## src/hdl/fdm_pkg.sv

```systemverilog
// Shared types and constants for the frame-difference motion grid.
`default_nettype none
package fdm_pkg;

  // Configuration register map, one 32-bit word per register.
  localparam int CFG_AW = 5;
  localparam int CFG_IW = 3;
  localparam logic [CFG_IW-1:0] REG_FRAME_WIDTH  = 3'd0;
  localparam logic [CFG_IW-1:0] REG_FRAME_HEIGHT = 3'd1;
  localparam logic [CFG_IW-1:0] REG_GRID_COLS    = 3'd2;
  localparam logic [CFG_IW-1:0] REG_GRID_ROWS    = 3'd3;
  localparam logic [CFG_IW-1:0] REG_THRESHOLD    = 3'd4;
  localparam logic [CFG_IW-1:0] REG_FLOOR        = 3'd5;

  localparam logic [10:0] RST_FRAME_WIDTH  = 11'd800;
  localparam logic [10:0] RST_FRAME_HEIGHT = 11'd600;
  localparam logic [4:0]  RST_GRID_COLS    = 5'd8;
  localparam logic [4:0]  RST_GRID_ROWS    = 5'd8;
  localparam logic [7:0]  RST_THRESHOLD    = 8'd16;
  localparam logic [16:0] RST_FLOOR        = 17'd6554;

  // Rec.601 luma weights in Q14, with rounding offset.
  localparam logic [13:0] GRAY_WB    = 14'd1868;
  localparam logic [13:0] GRAY_WG    = 14'd9617;
  localparam logic [13:0] GRAY_WR    = 14'd4899;
  localparam logic [21:0] GRAY_ROUND = 22'd8192;

  localparam logic [16:0] LEVEL_MAX = 17'd65536;

  typedef struct packed {
    logic busy;
    logic done;
  } div_stat_t;

endpackage
`default_nettype wire

```

## src/hdl/fdm_div.sv

```systemverilog
// Iterative restoring divider, one quotient bit per cycle.
`default_nettype none
module fdm_div
  import fdm_pkg::*;
#(
  parameter int NUM_W = 16,
  parameter int DEN_W = 8
) (
  input  wire logic             clk,
  input  wire logic             rst_n,
  input  wire logic             start,
  input  wire logic             ack,
  input  wire logic [NUM_W-1:0] num,
  input  wire logic [DEN_W-1:0] den,
  output div_stat_t             stat,
  output logic [NUM_W-1:0]      quo
);

  localparam int CNT_W = $clog2(NUM_W + 1);

  logic             run_r, done_r;
  logic [CNT_W-1:0] cnt_r;
  logic [NUM_W-1:0] q_r, q_nxt;
  logic [DEN_W-1:0] rem_r, rem_nxt, den_r;
  logic [DEN_W:0]   sh, diff;
  logic             ge;

  always_comb begin
    sh      = {rem_r, q_r[NUM_W-1]};
    diff    = sh - {1'b0, den_r};
    ge      = (sh >= {1'b0, den_r});
    rem_nxt = ge ? diff[DEN_W-1:0] : sh[DEN_W-1:0];
    q_nxt   = {q_r[NUM_W-2:0], ge};
  end

  always_ff @(posedge clk) begin
    if (!rst_n) begin
      run_r  <= 1'b0;
      done_r <= 1'b0;
      cnt_r  <= '0;
    end else if (start) begin
      run_r  <= 1'b1;
      done_r <= 1'b0;
      cnt_r  <= CNT_W'(NUM_W);
    end else if (run_r) begin
      cnt_r <= cnt_r - CNT_W'(1);
      if (cnt_r == CNT_W'(1)) begin
        run_r  <= 1'b0;
        done_r <= 1'b1;
      end
    end else if (ack) begin
      done_r <= 1'b0;
    end
  end

  always_ff @(posedge clk) begin
    if (start) begin
      q_r   <= num;
      rem_r <= '0;
      den_r <= den;
    end else if (run_r) begin
      q_r   <= q_nxt;
      rem_r <= rem_nxt;
    end
  end

  assign stat.busy = run_r;
  assign stat.done = done_r;
  assign quo       = q_r;

endmodule
`default_nettype wire

```

## config.mk

```make
export PLATFORM = sky130hd
export DESIGN_NAME = fdm_div
export DESIGN_NICKNAME = d
export VERILOG_FILES = /design/src/hdl/fdm_pkg.sv /design/src/hdl/fdm_div.sv
export SDC_FILE = /design/constraint.sdc
export NUM_CORES = 1
export LEC_CHECK = 0
export BUFFER_PORTS_ARGS = -buffer_cell sky130_fd_sc_hd__buf_2
export CORE_UTILIZATION = 53
export CTS_CLUSTER_DIAMETER = 120
export DETAILED_ROUTE_END_ITERATION = 7
export PLACE_DENSITY = 0.82
export SLEW_MARGIN = 30
export SYNTH_ARGS = -nofsm -noshare
export SYNTH_HDL_FRONTEND = slang
export SYNTH_SLANG_ARGS = --single-unit
export TNS_END_PERCENT = 100
```

## constraint.sdc

```tcl
create_clock -name clk -period 2.3 [get_ports clk]
set_clock_uncertainty 0.05 [all_clocks]
set_input_delay 0.345 -clock clk [delete_from_list [all_inputs] [get_ports clk]]
set_output_delay 0.345 -clock clk [all_outputs]
set_load 0.005 [all_outputs]
```

==> flow_summary.toml <==
[sta]
max_freq_ghz = 0.4893
finalSetupViolations = 0
post-route-min-period_ps = 2044
timing.slew.headroom_pct = 60.65
tightest_slew_ps = 589.7
slew_viol_final = 0
rsz0062_at_grt = "no"
setup_ws_ps = 256.2
period_share_pct = 88.86
finalHoldViolCount = 0
finalSetupTns_ps = 0

[power_and_ir_drop]
power.density_nw_per_um2 = 658.3
switching_power_uw = 387.3
p_clk_share_pct = 28.0
p_sw_share_pct = 25.06
pwr-share-comb_pct = 17.8
p_int_mw = 1.158
power_frac_seq_pct = 54.1
ir_worst_vdd_mv = 0.4468
power_leakage_nw = 1.015
power_mw = 1.545

[routing]
drtIter0Drc = 82
final_antenna_net_count = 0
viasPerCell = 5.147
vias = 1369
drt_pre_antenna_iters = 4
drc = 0
postRouteWirelength_um = 3477
wl_per_cell_um = 13.07

[synth]
syn_avg_cell_area_um2 = 11.76
synth_seq_cells = 39
syn_nets = 209
syn_area_um2 = 1999
synthCells = 170
synth_cell_types = 40
yosysSeqAreaShare_pct = 51.06
ys.warnings.count = 0

[floorplan]
coreArea_um2 = 3468
die_h_um = 63.42
die-area_um2 = 4022
die_w_um = 63.42
std_cell_rows = 21
start_util_pct = 57.65
ios = 46

[global_route]
met2_usage_pct = 27.66
grt_util_all_layers_pct = 19.64
grt_pass1_wl_um = 5885
antenna_found_initial = 0
grt.busiest_layer = "met2"
grt_use_met3_pct = 6.341
grt_pass1_vias = 1319
grt-ovfl-total = 0
grtUsageMet1_pct = 27.44
grt_max_degree = 32

[min_path]
hold_path_class = "input port to flip-flop"

[setup_path]
max_stage_delay_ps = 360
crit_path_end_kind = "flip-flop"
crit_arrival_ps = 2210
critPathSlowestCell = "ha_1"
worstPathMaxFanout = 7
required_ps = 2470
worstSetupPathType = "flip-flop to flip-flop"
cp-start-kind = "flip-flop"
crit_chain = "inv_1 -> ha_1 -> and3_1 -> nand3_1 -> o21ai_2 -> mux2_4 -> a211oi_2"

[clock_tree]
cts-root-buf = "clkbuf_8"
postCtsSetupRepairBufs = 0
clkLatencyLatePin_ps = 290
cts_buffers = 5
tritoncts = "yes"
clock-sinks = 39
cts.reportedPaths.clkPinSlew_ps = 70
postCtsHoldBufs = 0
ctsResizeCount = 0
ctsHtreeMaxLevel = 2
cts_buffer_depth = 2

[layout]
final.fill_count = 297
final_cell_mix = "buf_2 (45), edfxtp_1 (24), mux2_2 (16), dfxtp_1 (15), inv_1 (14)"
finalNetCount = 258
diodes = 0
final_common_cell = "buf_2"
layout-drive-gt1-share_pct = 36.36
area_delta_synth_final_pct = 17.40
final_area_um2 = 2347

[job]
maxCapViolCount = 0

[place]
io_buffers = 45
place_ws_ps = 272.9
hpwl_um = 2567
gp_congestion = 0.8702
postPlaceCellArea_um2 = 2266

[outcome]
status = "complete, no violations"
## flip-flops by register name, indices dropped and copies added, names as in the netlist
signal / cells
den_r: 8
quo: 16
cnt_r: 5
rem_r: 8
done_r: 1
run_r: 1
## cell families after synthesis
group	count (synthesis)	synth area share (%)
AO/OA/AOI/OAI	26	10.26
XOR/XNOR	9	3.942
adder cells (fa/ha/maj)	11	7.259
buffers and inverters	20	4.568
flip-flops	39	51.06
multiplexers	22	12.27
AND/OR/NAND/NOR	43	10.64
## metal layers
| metal | share of wire (%) | up-vias |
|---|---|---|
| met5 | 0 | - |
| met2 | 43 | 42 |
| met1 | 48 | 621 |
| met4 | 1.8 | 0 |
| li1 | - | 700 |
| met3 | 7.6 | 6 |
## final timing paths
path	cells past startpoint	slack, ps	endpoint	startpoint
max reg2reg	7	260	rem_r[0]	den_r[5]
max	7	260	rem_r[0]	den_r[5]
min reg2reg	2	440	cnt_r[1]	cnt_r[1]
min	1	180	den_r[2]	den[2]
## cell usage after synthesis
master | number | share of area [%]
o211ai_1 | 1 | 0.38
mux2i_1 | 5 | 2.5
a221oi_2 | 1 | 0.75
a21oi_1 | 3 | 0.75
a21o_1 | 3 | 1.1
edfxtp_1 | 24 | 36
dfxtp_1 | 15 | 15
a22o_1 | 1 | 0.44
nor2_1 | 13 | 2.4
o221ai_1 | 1 | 0.44
mux2_2 | 16 | 9.0
o2bb2a_2 | 1 | 0.56
or4b_2 | 1 | 0.50
inv_1 | 14 | 2.6
ha_1 | 10 | 6.3
nor3_1 | 3 | 0.75
nand2b_1 | 6 | 1.9
buf_2 | 1 | 0.25
or2_2 | 3 | 0.94
buf_6 | 1 | 0.56
o32ai_1 | 1 | 0.44
nor4b_1 | 1 | 0.44
a211oi_2 | 1 | 0.63
a31oi_1 | 2 | 0.63
fa_1 | 1 | 1.0
and3_1 | 1 | 0.31
nand3_1 | 1 | 0.25
xor2_1 | 5 | 2.2
o21ai_0 | 4 | 1.0
nand2_1 | 10 | 1.9
o21ai_2 | 1 | 0.44
buf_1 | 2 | 0.38
a211oi_1 | 3 | 1.1
o21a_1 | 1 | 0.38
o31ai_2 | 1 | 0.63
mux2_4 | 1 | 0.75
xnor2_1 | 4 | 1.8
o2111a_1 | 1 | 0.56
buf_4 | 2 | 0.75
nor2b_1 | 4 | 1.3
## through the flow
| step | hold WS [ps] | cells | utilization [%] |
|---|---|---|---|
| 5_1_grt | 164.5 | 266 | 67.68 |
| 6_report | 178.3 | 266 | 67.68 |
| 3_5_place_dp | 427.3 | 258 | 65.33 |
| 3_3_place_gp | 424.0 | 258 | 65.33 |
| 4_1_cts | 170.7 | 266 | 67.68 |
| 2_1_floorplan | 393.9 | 170 | - |
## power groups by stage
stage	registers [mW]	logic, mW	clock network [mW]
floorplan	0.849	0.183	0
global placement	0.850	0.273	0
detailed placement	0.850	0.275	0
CTS	0.837	0.277	0.445
global route	0.844	0.308	0.475
finish	0.836	0.276	0.433
## cell type report
type	count	area (µm²)	area share, %
multi-input combinational	111	887.1	37.79
clock inverter	1	5.005	0.2132
timing repair buffer	48	247.7	10.55
tap	46	57.56	2.452
inverter	14	52.55	2.239
clock buffer	7	76.32	3.252
sequential	39	1021	43.50
## critical path, delay by kind of cell, from the launching register on
kind | cells | cell delay, ps
AND/OR/NAND/NOR | 2 | 320
buffers and inverters | 1 | 40
multiplexers | 1 | 340
AO/OA/AOI/OAI | 2 | 550
flip-flops | 1 | 320
adder cells (fa/ha/maj) | 1 | 360
(Power assumes the default switching activity.)
