## src/hdl/fdm_ram.sv

```systemverilog
// Generic single-write, single-read synchronous RAM with registered read.
`default_nettype none
module fdm_ram #(
  parameter int WIDTH = 8,
  parameter int DEPTH = 16
) (
  input  wire logic                     clk,
  input  wire logic                     we,
  input  wire logic [$clog2(DEPTH)-1:0] waddr,
  input  wire logic [WIDTH-1:0]         wdata,
  input  wire logic [$clog2(DEPTH)-1:0] raddr,
  output logic [WIDTH-1:0]              rdata
);

  logic [WIDTH-1:0] mem [DEPTH];

  // Read returns the old contents when both ports hit one address.
  always_ff @(posedge clk) begin
    if (we) begin
      mem[waddr] <= wdata;
    end
    rdata <= mem[raddr];
  end

endmodule
`default_nettype wire

```

## config.mk

```make
export PLATFORM = sky130hd
export DESIGN_NAME = fdm_ram
export DESIGN_NICKNAME = d
export VERILOG_FILES = /design/src/hdl/fdm_ram.sv
export SDC_FILE = /design/constraint.sdc
export NUM_CORES = 1
export LEC_CHECK = 0
export ABC_AREA = 1
export BUFFER_PORTS_ARGS = -buffer_cell sky130_fd_sc_hd__buf_2
export CORE_ASPECT_RATIO = 1.25
export CORE_UTILIZATION = 55
export CTS_CLUSTER_DIAMETER = 200
export CTS_CLUSTER_SIZE = 30
export DETAILED_ROUTE_END_ITERATION = 8
export PLACE_DENSITY = 0.82
export SYNTH_ARGS = -nofsm -noshare
export SYNTH_HDL_FRONTEND = slang
export SYNTH_SLANG_ARGS = --single-unit
```

## constraint.sdc

```tcl
create_clock -name clk -period 1.15 [get_ports clk]
set_clock_uncertainty 0.2 [all_clocks]
set_input_delay 0.115 -clock clk [delete_from_list [all_inputs] [get_ports clk]]
set_output_delay 0.115 -clock clk [all_outputs]
set_load 0.01 [all_outputs]
```

==> results.md, run 1 <==
- Max Clk Rate: between 0.8 and 0.9 GHz
- Nets: 628
- Total grt overflow: 0
- FP Rows: 41
- CTS Sinks: 136
- Placed cells: 710
- LEAKAGE: 0.00315 µW
- Synth top area cells: edfxtp_1 67%, nand2_1 11%, nand3_1 8.4%
- Remaining antenna violation count: 0
- Power density over the cells: 1690 mW/mm²
- Worst skew pair latency: between 0.4 and 0.5 ns
- Synthesized Nets: 569
- H-tree lvl count: 4
- Antenna violations before repair: 0
- Register area: 0.00401 mm²
- Sequential fraction of the synthesis area: 0.694
- Post-synth cell types: 12
- Cell chain of the critical path: inv_1, nand2_1, nand3_2, nand3_2, nand3_2, nand2_2
- Largest stage delay on the critical path: 0.38 ns
- Tmin final: around 1.2 ns
- Startpoint Class: flop
- Hold Vio Cnt, Final: 0
- Mean post-synth cell area: approximately 10 µm²
- Tightest Hold Check Type: in -> reg
- Die H: 116 µm
- Starting density of the core: 0.568
- Wire per inst: 19.6 µm
- DP HPWL: 8190 µm
- Status: finished with violations
- Vias in the first global route: 4,147
- Crit path arrival time: 1.33 ns
- CTS tree: yes
- Delay-heaviest family, CP: simple AND/OR/NAND/NOR gates
- Drt initial violations: approximately 570
- First-pass GRT wire length: 21,300 µm
- Residual DRC count: 0
- Layout Cells excl Fill: 752
- Via density: 5.60
- Synth warn: 0
- Largest net degree at the start of global routing: 38
- Worst path bufs/invs: 1
- I/O pins: 26
- Post-synth top area cell: edfxtp_1
- Final worst setup slack: -0.0782 ns
- Setup CP Type: reg -> reg
- Relative slew slack: 0.697
- R2r setup slk: -0.08 ns
- GP Congestion: between 0.9 and 1
- Worst Setup End Kind: flop
- Final setup vio count: 13
- RSZ-0062 raised after global routing: yes
- Most used cell along the critical path: nand3_2
- Cells after Synth: 551
- Netlist Area Pre-Place: 0.00577 mm²
- Antenna Cells: 0
- Die width: about 94 µm
- Port Buffer Count: 25
- Fill count: 633
- CTS buffer count: 17
- Total GRT Usage: 0.276
- Layout cells sized above 1: 0.247
- Pre-CTS setup slack: -0.235 ns
- Max-cap violations: 0
- Core Area: 0.0102 mm²
- Area of the multi-input gates: between 0.001 and 0.0015 mm²
- Slew Viols, Final: 0
- CP max-delay cell: edfxtp_1
- Synth Register Bits: between 100 and 150
- Drt pass-1 iters: 5
- Worst Path Required: 1.25 ns
- Routed WL: 14,700 µm
- Share of the synthesized area in the top cell type: 0.667
- Register clock-pin slew on the reported worst setup and hold paths: 0.06 ns
- CP max FO: 1
- DR vias: between 4,000 and 5,000
- Root Driver: clkbuf_16
- Die Area: 0.0109 mm²
- Largest buffer count on any clock path: 2
- Crit share post-route: 1.07
- Failing checks: negative setup slack
- Layout area overhead: 25.6%
- Maximum VDD drop: approximately 0.0011 V
- Worst-margin pin slew: 0.453 ns
## registers in the layout, indices dropped and copies added, names as in the netlist
register,count
mem,128
rdata,8
## cells by family after synthesis
logic type / after synthesis / share of synthesized area
buffers and inverters: 126 / 0.0952
DFF: 136 / 0.694
and+or+nand+nor: 289 / 0.210
## synthesized netlist by cell type
library cell  count
buf_2            13
inv_1           100
inv_2             2
buf_4             4
nand2_1         173
nand3_1          97
dfxtp_1           8
buf_1             1
nor2_1           17
edfxtp_1        128
nand3b_1          2
buf_6             6
## area by class of cell
type,count,area share
repair buffers,64,0.0788
flip-flops and latches,136,0.554
well taps,129,0.0223
inverters,102,0.0534
multi-input cells,289,0.205
clock inverters,12,0.0238
clock buffers,20,0.0631
## layout by cell type (no fill, tap or decap), types with 3 or more instances in the layout
master	count
nand3_1	49
nor2_1	11
dlygate4sd3_1	9
buf_2	19
buf_12	7
inv_1	98
nand3_2	48
inv_2	3
clkbuf_16	17
dfxtp_2	6
buf_4	22
buf_6	6
edfxtp_1	128
nand2_2	6
bufinv_16	4
nand2_1	167
clkinvlp_4	5
nor2_2	6
## per-layer routing
layer  routed length [µm]  vias up  GRT usage
met4                  739        0      0.175
met3                 1260       67     0.0560
met1                 5180     1979      0.322
met5                    0        -          0
li1                     -     1897          -
met2                 7550      270      0.467
## worst register-to-register path: stages, from the launching register on
cell and delay (ns):
edfxtp_1 0.38, inv_1 0.09, nand2_1 0.08, nand3_2 0.09
nand3_2 0.11, nand3_2 0.11, nand2_2 0.07
## where the power goes
part	total (µW)	internal (µW)	switching [µW]
Combinational	909	319	590
Sequential	5590	5550	41.8
Clock	5730	3730	2000
Total	12200	9600	2630
## final timing paths
check | cells after the start | startpoint | end
worst max-delay path | 6 | mem[1][3] | rdata[3]
worst min-delay path | 5 | raddr[2] | rdata[6]
worst max register to register | 6 | mem[1][3] | rdata[3]
worst min register to register | 6 | mem[7][2] | rdata[2]
## metrics by stage
| step | TNS [ns] | util | hold slack [ns] | power, µW | area [µm²] |
|---|---|---|---|---|---|
| after floorplan | -9.24 | - | 0.0139 | 6080 | 5780 |
| after global placement | -18.85 | 0.611 | 0.272 | 6380 | 6210 |
| after detailed placement | -22.09 | 0.611 | 0.278 | 6410 | 6210 |
| after CTS | -0.162 | 0.698 | 0.0413 | 12200 | 7090 |
| after global routing | -0.848 | 0.713 | 0.0748 | 12500 | 7240 |
| final | -0.296 | 0.713 | 0.0535 | 12200 | 7240 |
## timing repair
| action | CTS | global route |
|---|---|---|
| hold buffers | 10 | 0 |
| endpoints found under the hold margin | 136 | 0 |
| resized for setup | 33 | 36 |
| buffers inserted | 0 | 0 |
| pin swaps | 9 | 10 |
| setup endpoints to repair | 15 | 16 |
Note: power is estimated with default switching activity, not from simulation.
==> run 2: changes to the inputs <==
Settings changed: ABC_AREA 1 to unset, CORE_UTILIZATION 55 to 54, PLACE_DENSITY 0.82 to 0.81.
==> run 2 against run 1 <==
The flow still finishes with violations (negative setup slack). Setup slack lost 0.26 ns. Critical path depth shrank 3. Count of clock-buffer cells in the layout shrank 1. Hold slack lost 0.032 ns. Utilization is essentially flat. Maximum frequency shrank 17%. Clock power grew 2%. Design area shrank 9.2%. Highest routed layer unchanged.
==> results.md, run 2 <==
- Top Registers: mem (128), rdata (8) (unchanged)
- Via density: 5.77 (was 5.60)
- Register area: 0.00401 mm² (unchanged)
- FP Rows: 39 (was 41)
- CTS tree: yes (unchanged)
- Synthesized Nets: 247 (was 569)
- Layout area overhead: 27.7% (was 25.6%)
- Crit share post-route: 1.29 (was 1.07)
- CP max FO: 1 (unchanged)
- Slew Viols, Final: 0 (unchanged)
- DR vias: 2,534 (was 4,213)
- Status: finished with violations (unchanged)
- Seq pwr share: 0.463 (was 0.457)
- Setup Fix Bufs, Post-CTS: 0 (unchanged)
- Cells after Synth: 229 (was 551)
- Cell with the most instances after synthesis: edfxtp_1 (was nand2_1)
- Power density over the cells: 1840 mW/mm² (was 1690 mW/mm²)
- Util after Layout: 0.713 (about the same)
- Total grt overflow: 0 (unchanged)
- Root Driver: clkbuf_16 (unchanged)
- Pre-CTS setup slack: -0.507 ns (was -0.235 ns)
- Sw Pwr: 2320 µW (was 2630 µW)
- Drt pass-1 iters: 4 (was 5)
- CTS Sinks: 136 (unchanged)
- Port Buffer Count: 25 (unchanged)
- Max-cap violations: 0 (unchanged)
- Worst Setup End Kind: flop (unchanged)
- Placed cells: 399 (was 710)
- Synth warn: 0 (unchanged)
- Synth Register Bits: 136 (unchanged)
- Layout cells sized above 1: 0.475 (was 0.247)
- Residual DRC count: 0 (unchanged)
- Combinational fraction of design power: 0.056 (was 0.074)
- Netlist Area Pre-Place: 0.00515 mm² (was 0.00577 mm²)
- Largest net degree at the start of global routing: 19 (was 38)
- HP Start: waddr[1] (was raddr[2])
- Crit path arrival time: 1.58 ns (was 1.33 ns)
- Synth top area cells: edfxtp_1 75%, mux4_2 7.9%, mux4_1 7.1% (was edfxtp_1 67%, nand2_1 11%, nand3_1 8.4%)
- Hold Vio Cnt, Final: 0 (unchanged)
- Share of the synthesized area in the top cell type: 0.747 (was 0.667)
- Core Area: 0.00922 mm² (was 0.0102 mm²)
- Nets: 321 (was 628)
- Final worst setup slack: -0.335 ns (was -0.0782 ns)
- R2R cell count: 3 (was 6)
- Crit path from: mem[7][4] (was mem[1][3])
- Vias in the first global route: 2,773 (was 4,147)
- Most frequent cells in the layout: 128 x edfxtp_1, 32 x mux4_2, 21 x buf_4 (was 167 x nand2_1, 128 x edfxtp_1, 98 x inv_1)
- Failing checks: negative setup slack (unchanged)
- Maximum VDD drop: 0.00111 V (was 0.00113 V)
- Worst Path Required: 1.24 ns (was 1.25 ns)
- Worst reg2reg startpoint: mem[7][4] (was mem[1][3])
- Total GRT Usage: 0.236 (was 0.276)
- Largest buffer count on any clock path: 2 (unchanged)
- CTS buffer count: 17 (unchanged)
- Relative slew slack: 0.442 (was 0.697)
- Number of flip-flops in the largest register: 128 (unchanged)
- Worst skew pair latency: 0.41 ns (about the same)
- TNS Setup: -2.55 ns (was -0.296 ns)
- Mean post-synth cell area: 22.5 µm² (was 10.5 µm²)
- Biggest register: mem (unchanged)
- LEAKAGE: 0.00221 µW (was 0.00315 µW)
- Worst-margin pin slew: 0.835 ns (was 0.453 ns)
- Layout Cells excl Fill: 439 (was 752)
- Die width: 89.3 µm (was 93.6 µm)
- Setup CP Type: reg -> reg (unchanged)
- Post-route cell area: 0.00657 mm² (was 0.00724 mm²)
- Max Clk Rate: 0.673 GHz (was 0.814 GHz)
- Post-synth ARST share: 0 (unchanged)
- Remaining antenna violation count: 0 (unchanged)
- Die H: 111 µm (was 116 µm)
- Wire per inst: 23.0 µm (was 19.6 µm)
- Sequential fraction of the synthesis area: 0.778 (was 0.694)
- Final setup vio count: 15 (was 13)
- Synth cell count leaders: 128 x edfxtp_1, 18 x mux4_2, 16 x a22oi_1 (was 173 x nand2_1, 128 x edfxtp_1, 100 x inv_1)
- GP Congestion: 0.771 (was 0.929)
- Drt initial violations: 225 (was 567)
- RSZ-0062 raised after global routing: yes (unchanged)
- Startpoint Class: flop (unchanged)
- Antenna violations before repair: 0 (unchanged)
- Main flop type after synthesis: edfxtp_1 (unchanged)
- Register clock-pin slew on the reported worst setup and hold paths: 0.06 ns (about the same)
- Antenna Cells: 0 (unchanged)
- Post-synth top area cell: edfxtp_1 (unchanged)
- Post-synth cell types: 19 (was 12)
- Tmin final: 1.49 ns (was 1.23 ns)
- Tightest Hold Check Type: in -> reg (unchanged)
- First-pass GRT wire length: 15,700 µm (was 21,300 µm)
- Net Sw Frac: 0.192 (was 0.215)
- Area of placed instances: 0.00576 mm² (was 0.00621 mm²)
- Routed WL: 10,100 µm (was 14,700 µm)
- I/O pins: 26 (unchanged)
- R2r endpoint: rdata[4] (was rdata[3])
- Internal power: 9760 µW (was 9600 µW)
- DP HPWL: 6450 µm (was 8190 µm)
- R2r setup slk: -0.34 ns (was -0.08 ns)
- Area of the multi-input gates: 0.00115 mm² (was 0.00148 mm²)
- Clock share of power: 0.481 (was 0.468)
- Die Area: 0.00993 mm² (was 0.0109 mm²)
- H-tree lvl count: 4 (unchanged)
- Starting density of the core: 0.558 (was 0.568)
- Post-synth EDFFs: 128 (unchanged)
- Crit path to: rdata[4] (was rdata[3])
- Fill count: 503 (was 633)
- Leading cell type in the layout, fill and taps excluded: edfxtp_1 (was nand2_1)
- Cells on Worst Hold Path: 3 (was 5)
==> run 2: per-layer routing <==
| layer | track usage | routed length (µm) | up-vias |
|---|---|---|---|
| met4 | 0.114 | 206 | 0 |
| met5 | 0 | 0 | - |
| met1 | 0.292 | 3760 | 1297 |
| met2 | 0.381 | 5560 | 105 |
| met3 | 0.0625 | 571 | 19 |
| li1 | - | - | 1113 |
==> run 2: worst min path at each step <==
stage	endpoint	slack, ns
after detailed placement	mem[8][0]	0.31
final	mem[4][1]	0.02
after CTS	mem[4][0]	0.004
after floorplan	mem[0][0]	0.01
after global routing	mem[4][3]	0.02
after global placement	mem[6][4]	0.28
==> run 2: power groups by stage <==
| stage | sequential, µW | combinational [µW] | clock [µW] |
|---|---|---|---|
| 6_report | 5600 | 673 | 5820 |
| 5_1_grt | 5610 | 723 | 6080 |
| 4_1_cts | 5600 | 668 | 5880 |
| 3_5_place_dp | 5690 | 597 | 0 |
| 3_3_place_gp | 5680 | 574 | 0 |
| 2_1_floorplan | 5680 | 327 | 0 |
==> run 2: per-stage QoR <==
| stage | hold WS [ns] | total power (µW) |
|---|---|---|
| floorplan | 0.0139 | 6010 |
| global placement | 0.282 | 6250 |
| detailed placement | 0.313 | 6290 |
| CTS | 0.00440 | 12200 |
| global route | 0.0228 | 12400 |
| finish | 0.0213 | 12100 |
==> run 2: repair_timing <==
action                                  in CTS  in global routing
pin swaps                                    3                  0
endpoints found under the setup margin      20                 16
hold buffers                                 8                  0
hold endpoints to repair                   128                  0
cloned                                       0                  0
resized for setup                           17                  5
==> run 2: worst max-delay path, cell delays in order (launching register included) <==
cell and delay (ns):
edfxtp_1 0.41, mux4_2 0.50, a22oi_1 0.18, nand2_1 0.08
==> run 2: cell families after synthesis <==
group	share of synthesized area
DFF	0.778
AOI/OAI and AO/OA	0.0233
and+or+nand+nor	0.0318
muxes	0.150
buffers and inverters	0.0168
==> run 2: area by class of cell <==
class | instances | share of cell area
flip-flops and latches | 136 | 0.610
clock inverters | 13 | 0.0306
multi-input cells | 83 | 0.175
well taps | 123 | 0.0234
repair buffers | 65 | 0.0931
clock buffers | 19 | 0.0674
